==> src/rtl/bsa_pkg.sv <==
// Shared types, constants and helpers for the bitmap slot allocator.
// No dependencies; compiled first.
package bsa_pkg;

  localparam int WORD_BITS     = 64;
  localparam int MAP_WORDS_DEF = 16;
  localparam int WIU_W         = 5;
  localparam int IDX_W         = 10;
  localparam int POS_W         = 6;
  localparam int WIU_RESET     = 16;
  localparam int CFG_AW        = 3;
  localparam int CFG_DW        = 32;

  // register index, taken from paddr[2]
  localparam logic REG_WORDS_IN_USE = 1'b0;

  typedef enum logic [1:0] {
    REQ_ACQ_FRONT = 2'd0,
    REQ_ACQ_BACK  = 2'd1,
    REQ_RELEASE   = 2'd2,
    REQ_RESET     = 2'd3
  } req_type_t;

  typedef enum logic [1:0] {
    ST_OK      = 2'd0,
    ST_NONE    = 2'd1,
    ST_RANGE   = 2'd2,
    ST_ALREADY = 2'd3
  } status_t;

  typedef struct packed {
    logic             done;
    logic             found;
    logic [POS_W-1:0] pos;
  } scan_res_t;

  // position, counted from the MSB, of the leading one of a 16-bit group
  function automatic logic [3:0] lead16(input logic [15:0] v);
    logic [3:0] p;
    p = '0;
    for (int i = 0; i < 16; i++) begin
      if (v[i]) begin
        p = 4'(15 - i);
      end
    end
    return p;
  endfunction

endpackage

==> src/rtl/bsa_req_if.sv <==
// Request channel: valid/ready plus request payload.
// Depends on bsa_pkg.
interface bsa_req_if;
  logic                    valid;
  logic                    ready;
  bsa_pkg::req_type_t      req_type;
  logic [bsa_pkg::IDX_W-1:0] release_index;

  modport source (output valid, req_type, release_index, input ready);
  modport sink   (input valid, req_type, release_index, output ready);
endinterface

==> src/rtl/bsa_rsp_if.sv <==
// Result channel: valid/ready plus result payload.
// Depends on bsa_pkg.
interface bsa_rsp_if;
  logic                      valid;
  logic                      ready;
  logic [bsa_pkg::IDX_W-1:0] slot_index;
  bsa_pkg::status_t          status;

  modport source (output valid, slot_index, status, input ready);
  modport sink   (input valid, slot_index, status, output ready);
endinterface

==> src/rtl/bitmap_slot_allocator.sv <==
// Bitmap slot allocator top level: free map memory, summary bits, sequencer.
// Depends on bsa_pkg, bsa_req_if, bsa_rsp_if and bsa_scan.
// Acquire makes two passes of the 16-bit-per-cycle leading-one unit (word
//   summary, then the chosen word) plus one map read; release reads the
//   map word unless out of range; reset answers directly.
// One item in flight; the next is taken the cycle after the result beat.
// rst_n (sync): all words free, words_in_use = min(16, MAP_WORDS, 31).
module bitmap_slot_allocator #(
  parameter int MAP_WORDS = bsa_pkg::MAP_WORDS_DEF
) (
  input  logic                        clk,
  input  logic                        rst_n,
  bsa_req_if.sink                     in_req,
  bsa_rsp_if.source                   out_rsp,
  input  logic                        cfg_psel,
  input  logic                        cfg_penable,
  input  logic                        cfg_pwrite,
  input  logic [bsa_pkg::CFG_AW-1:0]  cfg_paddr,
  input  logic [bsa_pkg::CFG_DW-1:0]  cfg_pwdata,
  output logic [bsa_pkg::CFG_DW-1:0]  cfg_prdata,
  output logic                        cfg_pready
);
  import bsa_pkg::*;

  localparam int UW = (MAP_WORDS > 31) ? 31 : MAP_WORDS;
  localparam int AW = (UW > 1) ? $clog2(UW) : 1;
  localparam logic [WIU_W-1:0] WIU_MAX = WIU_W'(UW);
  localparam logic [WIU_W-1:0] WIU_RST =
    (WIU_RESET > UW) ? WIU_W'(UW) : WIU_W'(WIU_RESET);
  localparam logic [POS_W-1:0] UW_M1 = POS_W'(UW - 1);
  localparam logic [WORD_BITS-1:0] MSB_BIT = {1'b1, {(WORD_BITS-1){1'b0}}};

  typedef enum logic [2:0] {
    S_IDLE, S_WSCAN, S_BREAD, S_BSCAN, S_RREAD, S_OUT
  } state_t;

  state_t               state_r;
  req_type_t            req_r;
  logic [IDX_W-1:0]     rel_r;
  logic [AW-1:0]        word_r;
  logic [WORD_BITS-1:0] data_r;
  logic [IDX_W-1:0]     slot_r;
  status_t              status_r;
  logic [WIU_W-1:0]     wiu_r;
  logic [UW-1:0]        valid_r;
  logic [UW-1:0]        empty_r;

  logic [WORD_BITS-1:0] mem_r [UW];
  logic [WORD_BITS-1:0] rd_data_r;

  logic                 accept;
  logic                 cfg_wr;
  logic [WIU_W-1:0]     cfg_n;
  logic [UW-1:0]        cand;
  logic [WORD_BITS-1:0] vec_f;
  logic [WORD_BITS-1:0] vec_b;
  logic                 scan_start;
  logic [WORD_BITS-1:0] scan_vec;
  scan_res_t            scan_res;
  logic [POS_W-1:0]     found_w6;
  logic [AW-1:0]        found_word;
  logic [WIU_W-1:0]     rel_word5;
  logic                 rel_in_range;
  logic                 rd_en;
  logic [AW-1:0]        rd_addr;
  logic [WORD_BITS-1:0] eff_word;
  logic [WORD_BITS-1:0] acq_new;
  logic [WORD_BITS-1:0] rel_bit;
  logic                 rel_already;
  logic                 wr_en;
  logic [WORD_BITS-1:0] wr_data;
  logic [WIU_W-1:0]     word5;

  assign accept = in_req.valid && in_req.ready;
  assign cfg_wr = cfg_psel && cfg_penable && cfg_pwrite && cfg_pready
                  && (cfg_paddr[2] == REG_WORDS_IN_USE);
  assign cfg_n  = (cfg_pwdata[WIU_W-1:0] > WIU_MAX) ? WIU_MAX : cfg_pwdata[WIU_W-1:0];

  assign cfg_pready = 1'b1;
  always_comb begin
    cfg_prdata = '0;
    if (cfg_paddr[2] == REG_WORDS_IN_USE) begin
      cfg_prdata = CFG_DW'(wiu_r);
    end
  end

  assign in_req.ready       = (state_r == S_IDLE);
  assign out_rsp.valid      = (state_r == S_OUT);
  assign out_rsp.slot_index = slot_r;
  assign out_rsp.status     = status_r;

  // word summary: nonempty words in use, word 0 at the MSB (front) or last word at the MSB (back)
  always_comb begin
    vec_f = '0;
    vec_b = '0;
    for (int i = 0; i < UW; i++) begin
      cand[i] = !empty_r[i] && (WIU_W'(i) < wiu_r);
    end
    for (int i = 0; i < UW; i++) begin
      vec_f[WORD_BITS-1-i] = cand[i];
      vec_b[WORD_BITS-1-i] = cand[UW-1-i];
    end
  end

  assign scan_start = (state_r == S_BREAD) ||
                      (accept && (in_req.req_type == REQ_ACQ_FRONT ||
                                  in_req.req_type == REQ_ACQ_BACK));
  assign scan_vec   = (state_r == S_BREAD) ? eff_word :
                      (in_req.req_type == REQ_ACQ_BACK) ? vec_b : vec_f;

  bsa_scan u_scan (
    .clk   (clk),
    .rst_n (rst_n),
    .start (scan_start),
    .vec   (scan_vec),
    .res   (scan_res)
  );

  assign found_w6   = (req_r == REQ_ACQ_BACK) ? (UW_M1 - scan_res.pos) : scan_res.pos;
  assign found_word = found_w6[AW-1:0];

  assign rel_word5    = {1'b0, in_req.release_index[IDX_W-1:POS_W]};
  assign rel_in_range = rel_word5 < wiu_r;

  always_comb begin
    rd_en   = 1'b0;
    rd_addr = found_word;
    if (state_r == S_IDLE) begin
      rd_en   = accept && in_req.req_type == REQ_RELEASE && rel_in_range;
      rd_addr = rel_word5[AW-1:0];
    end else if (state_r == S_WSCAN) begin
      rd_en = scan_res.done && scan_res.found;
    end
  end

  assign eff_word    = valid_r[word_r] ? rd_data_r : '1;
  assign acq_new     = data_r & ~(MSB_BIT >> scan_res.pos);
  assign rel_bit     = MSB_BIT >> rel_r[POS_W-1:0];
  assign rel_already = |(eff_word & rel_bit);
  assign word5       = WIU_W'(word_r);

  always_comb begin
    wr_en   = 1'b0;
    wr_data = acq_new;
    if (state_r == S_BSCAN) begin
      wr_en = scan_res.done;
    end else if (state_r == S_RREAD) begin
      wr_en   = !rel_already;
      wr_data = eff_word | rel_bit;
    end
  end

  always_ff @(posedge clk) begin
    if (wr_en) begin
      mem_r[word_r] <= wr_data;
    end
    if (rd_en) begin
      rd_data_r <= mem_r[rd_addr];
    end
  end

  // per-word valid and empty bits; a word that is not valid reads all free
  always_ff @(posedge clk) begin
    if (!rst_n) begin
      valid_r <= '0;
      empty_r <= '0;
      wiu_r   <= WIU_RST;
    end else begin
      if (cfg_wr) begin
        wiu_r <= cfg_n;
        for (int i = 0; i < UW; i++) begin
          if (WIU_W'(i) >= wiu_r && WIU_W'(i) < cfg_n) begin
            valid_r[i] <= 1'b0;
            empty_r[i] <= 1'b0;
          end
        end
      end
      if (accept && in_req.req_type == REQ_RESET) begin
        for (int i = 0; i < UW; i++) begin
          if (WIU_W'(i) < wiu_r) begin
            valid_r[i] <= 1'b0;
            empty_r[i] <= 1'b0;
          end
        end
      end
      if (wr_en) begin
        valid_r[word_r] <= 1'b1;
        empty_r[word_r] <= ~|wr_data;
      end
    end
  end

  always_ff @(posedge clk) begin
    if (!rst_n) begin
      state_r <= S_IDLE;
    end else begin
      unique case (state_r)
        S_IDLE: begin
          if (accept) begin
            req_r    <= in_req.req_type;
            rel_r    <= in_req.release_index;
            word_r   <= rel_word5[AW-1:0];
            slot_r   <= '0;
            status_r <= ST_OK;
            unique case (in_req.req_type)
              REQ_ACQ_FRONT, REQ_ACQ_BACK: state_r <= S_WSCAN;
              REQ_RELEASE: begin
                if (rel_in_range) begin
                  state_r <= S_RREAD;
                end else begin
                  status_r <= ST_RANGE;
                  state_r  <= S_OUT;
                end
              end
              REQ_RESET: state_r <= S_OUT;
            endcase
          end
        end
        S_WSCAN: begin
          if (scan_res.done) begin
            if (scan_res.found) begin
              word_r  <= found_word;
              state_r <= S_BREAD;
            end else begin
              status_r <= ST_NONE;
              state_r  <= S_OUT;
            end
          end
        end
        S_BREAD: begin
          data_r  <= eff_word;
          state_r <= S_BSCAN;
        end
        S_BSCAN: begin
          if (scan_res.done) begin
            slot_r  <= {word5[IDX_W-POS_W-1:0], scan_res.pos};
            state_r <= S_OUT;
          end
        end
        S_RREAD: begin
          if (rel_already) begin
            status_r <= ST_ALREADY;
          end
          state_r <= S_OUT;
        end
        S_OUT: begin
          if (out_rsp.ready) begin
            state_r <= S_IDLE;
          end
        end
        default: state_r <= S_IDLE;
      endcase
    end
  end

  a_one_side: assert property (@(posedge clk) disable iff (!rst_n)
    !(in_req.ready && out_rsp.valid))
    else $error("request and result sides active together");

  a_word_has_free: assert property (@(posedge clk) disable iff (!rst_n)
    (state_r == S_BSCAN && scan_res.done) |-> scan_res.found)
    else $error("nonempty word scanned without a free bit");

  a_rel_status: assert property (@(posedge clk) disable iff (!rst_n)
    (out_rsp.valid && (out_rsp.status == ST_RANGE || out_rsp.status == ST_ALREADY))
    |-> req_r == REQ_RELEASE)
    else $error("range or already-free status on a non-release beat");

  a_slot_zero: assert property (@(posedge clk) disable iff (!rst_n)
    (out_rsp.valid && (out_rsp.status != ST_OK || req_r == REQ_RELEASE ||
                       req_r == REQ_RESET)) |-> out_rsp.slot_index == '0)
    else $error("nonzero slot on a beat without an acquired slot");

endmodule

==> src/rtl/bsa_scan.sv <==
// Shared leading-one search over a 64-bit vector, one 16-bit group per cycle.
// Depends on bsa_pkg.
module bsa_scan (
  input  logic               clk,
  input  logic               rst_n,
  input  logic               start,
  input  logic [63:0]        vec,
  output bsa_pkg::scan_res_t res
);
  import bsa_pkg::*;

  localparam logic [1:0] LAST_GRP = 2'd3;

  logic        busy_r;
  logic [1:0]  grp_r;
  logic [63:0] vec_r;
  logic [15:0] cur;
  logic        hit;

  assign cur = vec_r[63:48];
  assign hit = |cur;

  always_comb begin
    res.done  = busy_r && (hit || grp_r == LAST_GRP);
    res.found = hit;
    res.pos   = {grp_r, lead16(cur)};
  end

  always_ff @(posedge clk) begin
    if (!rst_n) begin
      busy_r <= 1'b0;
      grp_r  <= '0;
    end else if (start) begin
      busy_r <= 1'b1;
      grp_r  <= '0;
    end else if (busy_r) begin
      if (res.done) begin
        busy_r <= 1'b0;
      end else begin
        grp_r <= grp_r + 2'd1;
      end
    end
  end

  always_ff @(posedge clk) begin
    if (start) begin
      vec_r <= vec;
    end else if (busy_r) begin
      vec_r <= {vec_r[47:0], 16'h0};
    end
  end

endmodule
==> src/flat_wrapper.sv <==
// flat-port wrapper written by rule: the top's interface ports become plain ports
module bitmap_slot_allocator_flat import bsa_pkg::*;
#(
  parameter int MAP_WORDS = bsa_pkg::MAP_WORDS_DEF
)
  (clk, rst_n, cfg_psel, cfg_penable, cfg_pwrite, cfg_paddr, cfg_pwdata, cfg_prdata, cfg_pready, in_req_valid, in_req_req_type, in_req_release_index, in_req_ready, out_rsp_valid, out_rsp_slot_index, out_rsp_status, out_rsp_ready);
  bsa_req_if in_req_i ();
  bsa_rsp_if out_rsp_i ();
  input  logic clk;
  input  logic rst_n;
  input  logic cfg_psel;
  input  logic cfg_penable;
  input  logic cfg_pwrite;
  input  logic [bsa_pkg::CFG_AW-1:0] cfg_paddr;
  input  logic [bsa_pkg::CFG_DW-1:0] cfg_pwdata;
  output logic [bsa_pkg::CFG_DW-1:0] cfg_prdata;
  output logic cfg_pready;
  input wire logic [$bits(in_req_i.valid)-1:0] in_req_valid;
  input wire logic [$bits(in_req_i.req_type)-1:0] in_req_req_type;
  input wire logic [$bits(in_req_i.release_index)-1:0] in_req_release_index;
  output wire logic [$bits(in_req_i.ready)-1:0] in_req_ready;
  output wire logic [$bits(out_rsp_i.valid)-1:0] out_rsp_valid;
  output wire logic [$bits(out_rsp_i.slot_index)-1:0] out_rsp_slot_index;
  output wire logic [$bits(out_rsp_i.status)-1:0] out_rsp_status;
  input wire logic [$bits(out_rsp_i.ready)-1:0] out_rsp_ready;
  assign in_req_i.valid = in_req_valid;
  assign in_req_i.req_type = in_req_req_type;
  assign in_req_i.release_index = in_req_release_index;
  assign in_req_ready = in_req_i.ready;
  assign out_rsp_valid = out_rsp_i.valid;
  assign out_rsp_slot_index = out_rsp_i.slot_index;
  assign out_rsp_status = out_rsp_i.status;
  assign out_rsp_i.ready = out_rsp_ready;
  bitmap_slot_allocator #(.MAP_WORDS(MAP_WORDS)) u_core (.clk(clk), .rst_n(rst_n), .in_req(in_req_i), .out_rsp(out_rsp_i), .cfg_psel(cfg_psel), .cfg_penable(cfg_penable), .cfg_pwrite(cfg_pwrite), .cfg_paddr(cfg_paddr), .cfg_pwdata(cfg_pwdata), .cfg_prdata(cfg_prdata), .cfg_pready(cfg_pready));
endmodule
==> config.mk <==
export PLATFORM = sky130hd
export DESIGN_NAME = bitmap_slot_allocator_flat
export DESIGN_NICKNAME = d
export VERILOG_FILES = /design/src/rtl/bsa_pkg.sv /design/src/rtl/bsa_req_if.sv /design/src/rtl/bsa_rsp_if.sv /design/src/rtl/bitmap_slot_allocator.sv /design/src/rtl/bsa_scan.sv /design/src/flat_wrapper.sv
export SDC_FILE = /design/constraint.sdc
export NUM_CORES = 1
export LEC_CHECK = 0
export ABC_AREA = 1
export BUFFER_PORTS_ARGS = -buffer_cell sky130_fd_sc_hd__buf_2
export CORE_MARGIN = 2
export CORE_UTILIZATION = 45
export DETAILED_ROUTE_END_ITERATION = 12
export PLACE_DENSITY = 0.6
export SYNTH_ARGS = -nofsm -noshare
export SYNTH_HDL_FRONTEND = slang
export SYNTH_SLANG_ARGS = --single-unit
export TNS_END_PERCENT = 50
==> constraint.sdc <==
create_clock -name clk -period 6.1 [get_ports clk]
set_input_delay 0.61 -clock clk [delete_from_list [all_inputs] [get_ports clk]]
set_output_delay 0.61 -clock clk [all_outputs]
set_load 0.01 [all_outputs]
==> impl_metrics.yaml <==
outcome:
  status: "finished, final reports clean"
sta:
  setup-tns-final_ns: 0
  slew_headroom: 0.238
  worstMarginPinSlew_ns: 1.14
  finClkSkew_ns: 0.0294
  layout_setup_ws_ns: 0.973
  fin_crit_ns: 5.13
  finalCritPeriodShare: 0.841
  hold_ws_ns: 0.119
  rsz0062_at_grt: "no"
  finalSetupViolCount: 0
  drv_slew: 0
  hold_viol_final: 0
  max_freq_mhz: 195
synth:
  synth_area_leaders: "edfxtp_1, o21ai_0, nor2_1"
  synth.avg_cell_area_um2: 11.9
  synth_cell_types: 52
  ys_warn_count: 0
  syn_area_um2: 53900
  synth_top_area_cell: "edfxtp_1"
  yosysTopAreaCellShare: 0.691
  synth_seq_cells: 1283
  syn_inst: 4515
  ys_seq_area_frac: 0.707
finish:
  finalNonFillerCells: 6201
  diodes: 0
  fin_util: 0.509
  synthToLayoutAreaGrowth_pct: 11.9
  nets: 4550
  drive_gt1_frac: 0.0850
clock_network:
  cts.htree.levels: 4
  cts-root-buf: "clkbuf_16"
  cts_max_path_buffers: 3
  post_cts_resized: 0
  cts_tree: "done"
  post-cts-setup-buffers: 0
  path_clk_slew_ns: 0.06
  clk_latency_ns: 0.76
  ctsHoldBuffers: 0
  cts_buffers: 137
  clkSinkCount: 1283
place:
  place.gp.congestion: 0.952
  dpl_worst_slack_ns: 1.08
  io_buffers: 43
  dp.cells: 5953
  hpwl_um: 84800
die:
  dieArea_um2: 123000
  fp.coreArea_um2: 118000
  initial_utilization: 0.455
  core.rowCount: 126
  die_h_um: 350
  pin_count: 101
  die_w_um: 350
grt:
  overflow: 0
  track_usage: 0.244
  grt_pass1_wl_um: 221000
  antenna_found_initial: 0
  grt_max_degree: 153
  grt_pass1_vias: 33400
pwr:
  leakage_nw: 19.9
  p_per_area_nw_per_um2: 504
  irDropWorstVdd_mv: 0.507
worst_setup_path:
  required_ns: 6.47
  cp_max_fo: 39
  crit_path_end_kind: "register"
  cp-start-kind: "register"
  critical_path_arrival_ns: 5.50
  crit_type: "register to register"
route:
  wl_per_cell_um: 24.3
  first_pass_iters: 6
  drcViolationCount: 0
  wl_um: 151000
  vias: 35800
  drtIter0Drc: 4173
  ant_nets: 0
  via_per_inst: 5.77
flow_run:
  maxCapViolations: 0
hold_path:
  hold_class: "input port to register"
==> worst max-delay path: stages (launching register included) <==
cell	delay, ns
edfxtp_1	0.49
nor2_2	0.27
a22oi_1	0.13
nand2_1	0.09
nand3_1	0.07
nand2_1	0.11
nor2_4	0.12
inv_2	0.42
nand2_1	0.19
nand2_1	0.13
nand4_1	0.10
nor4_1	0.46
nand2_1	0.17
nor2_1	0.12
nand2_1	0.18
nand2_4	0.26
nand2_2	0.12
inv_4	0.61
buf_4	0.62
==> flip-flops by register name, summed over array words and instances, names as in the netlist, 6 cells and up <==
name	cells
u_core.rd_data_r	64
u_core.valid_r	16
u_core.empty_r	16
u_core.mem_r	1024
u_core.u_scan.vec_r	64
u_core.rel_r	6
u_core.data_r	64
u_core.out_rsp.slot_index	10
==> cell families (layout without fill, tap and decap cells) <==
kind of cell	count (synthesis)	count (layout)	share of synthesized area
other cells	2	28	0.000139
simple gates	1391	1391	0.106
compound gates	1226	1226	0.140
flops	1283	1283	0.707
buf+inv	605	665	0.0456
fa+ha+maj	4	4	0.000929
xor+xnor	4	4	0.000650
==> cell usage in the layout (no fill, tap or decap), types with 28 or more instances in the layout <==
| cell | Yosys | routed |
|---|---|---|
| o22ai_1 | 80 | 80 |
| nor2_1 | 721 | 720 |
| a21oi_1 | 57 | 57 |
| nand3_1 | 171 | 171 |
| inv_1 | 282 | 264 |
| o21ai_0 | 630 | 628 |
| o21bai_1 | 80 | 80 |
| clkbuf_16 | 0 | 140 |
| a21boi_0 | 28 | 28 |
| o211ai_1 | 176 | 176 |
| edfxtp_1 | 1240 | 1240 |
| clkinv_1 | 6 | 29 |
| buf_2 | 21 | 43 |
| buf_4 | 30 | 54 |
| o221ai_1 | 100 | 100 |
| nand2_1 | 403 | 402 |
| conb_1 | 2 | 28 |
| dfxtp_1 | 43 | 43 |
| clkbuf_1 | 242 | 33 |
==> synth_stat cells (all sizes together) <==
cell        n
nand3     171
o221ai    100
o22ai      80
o2111ai     1
nand4      18
clkbuf    242
a211oi      5
or2        24
a21boi     47
and2        1
nor3       30
nand2     412
nor2      725
a21oi      69
o21ai     639
nor4        7
a32o        1
dfxtp      43
ha          4
o21bai     80
nand3b      3
conb        2
a221o       1
buf        66
a22o       16
edfxtp   1240
a311oi      1
a31oi       2
o211ai    176
inv       290
xor2        4
clkinv      7
a22oi       8
==> per-stage QoR <==
stage               power [mW]  area, um2
floorplan                 18.6      54000
global placement          22.2      55900
detailed placement        22.3      55900
CTS                       30.5      60300
global route              32.0      60300
finish                    30.4      60300
==> metal layers <==
metal	track usage	part of all wire	vias to the layer above
met1	0.353	0.43	17600
li1	-	-	16300
met3	0.0381	0.077	271
met2	0.378	0.46	1580
met4	0.0796	0.031	0
met5	0	0	-
==> layout make-up <==
type	instances	area, um2
clock inverter	72	744
clock buffer	176	3670
tap	1600	2000
inverter	297	1180
timing repair buffer	120	1080
sequential	1283	38100
multi-input combinational	2653	13500
fill	10200	58100
==> path summary, 6_finish.rpt <==
check	start	endpoint	slack, ns	cells past startpoint
min	in_req_release_index[2]	u_core.rel_r[2]	0.12	1
max	u_core.word_r[1]	u_core.mem_r[4][20]	0.97	18
min reg2reg	u_core.valid_r[1]	u_core.valid_r[1]	0.47	2
max reg2reg	u_core.word_r[1]	u_core.mem_r[4][20]	0.97	18
==> power by group <==
part	switching, mW	total (mW)	internal, mW
logic	7.76	10.6	2.84
registers	0.239	11.6	11.3
clock network	3.48	8.23	4.75
total	11.5	30.4	18.9
Note: power is estimated with default switching activity, not from simulation.
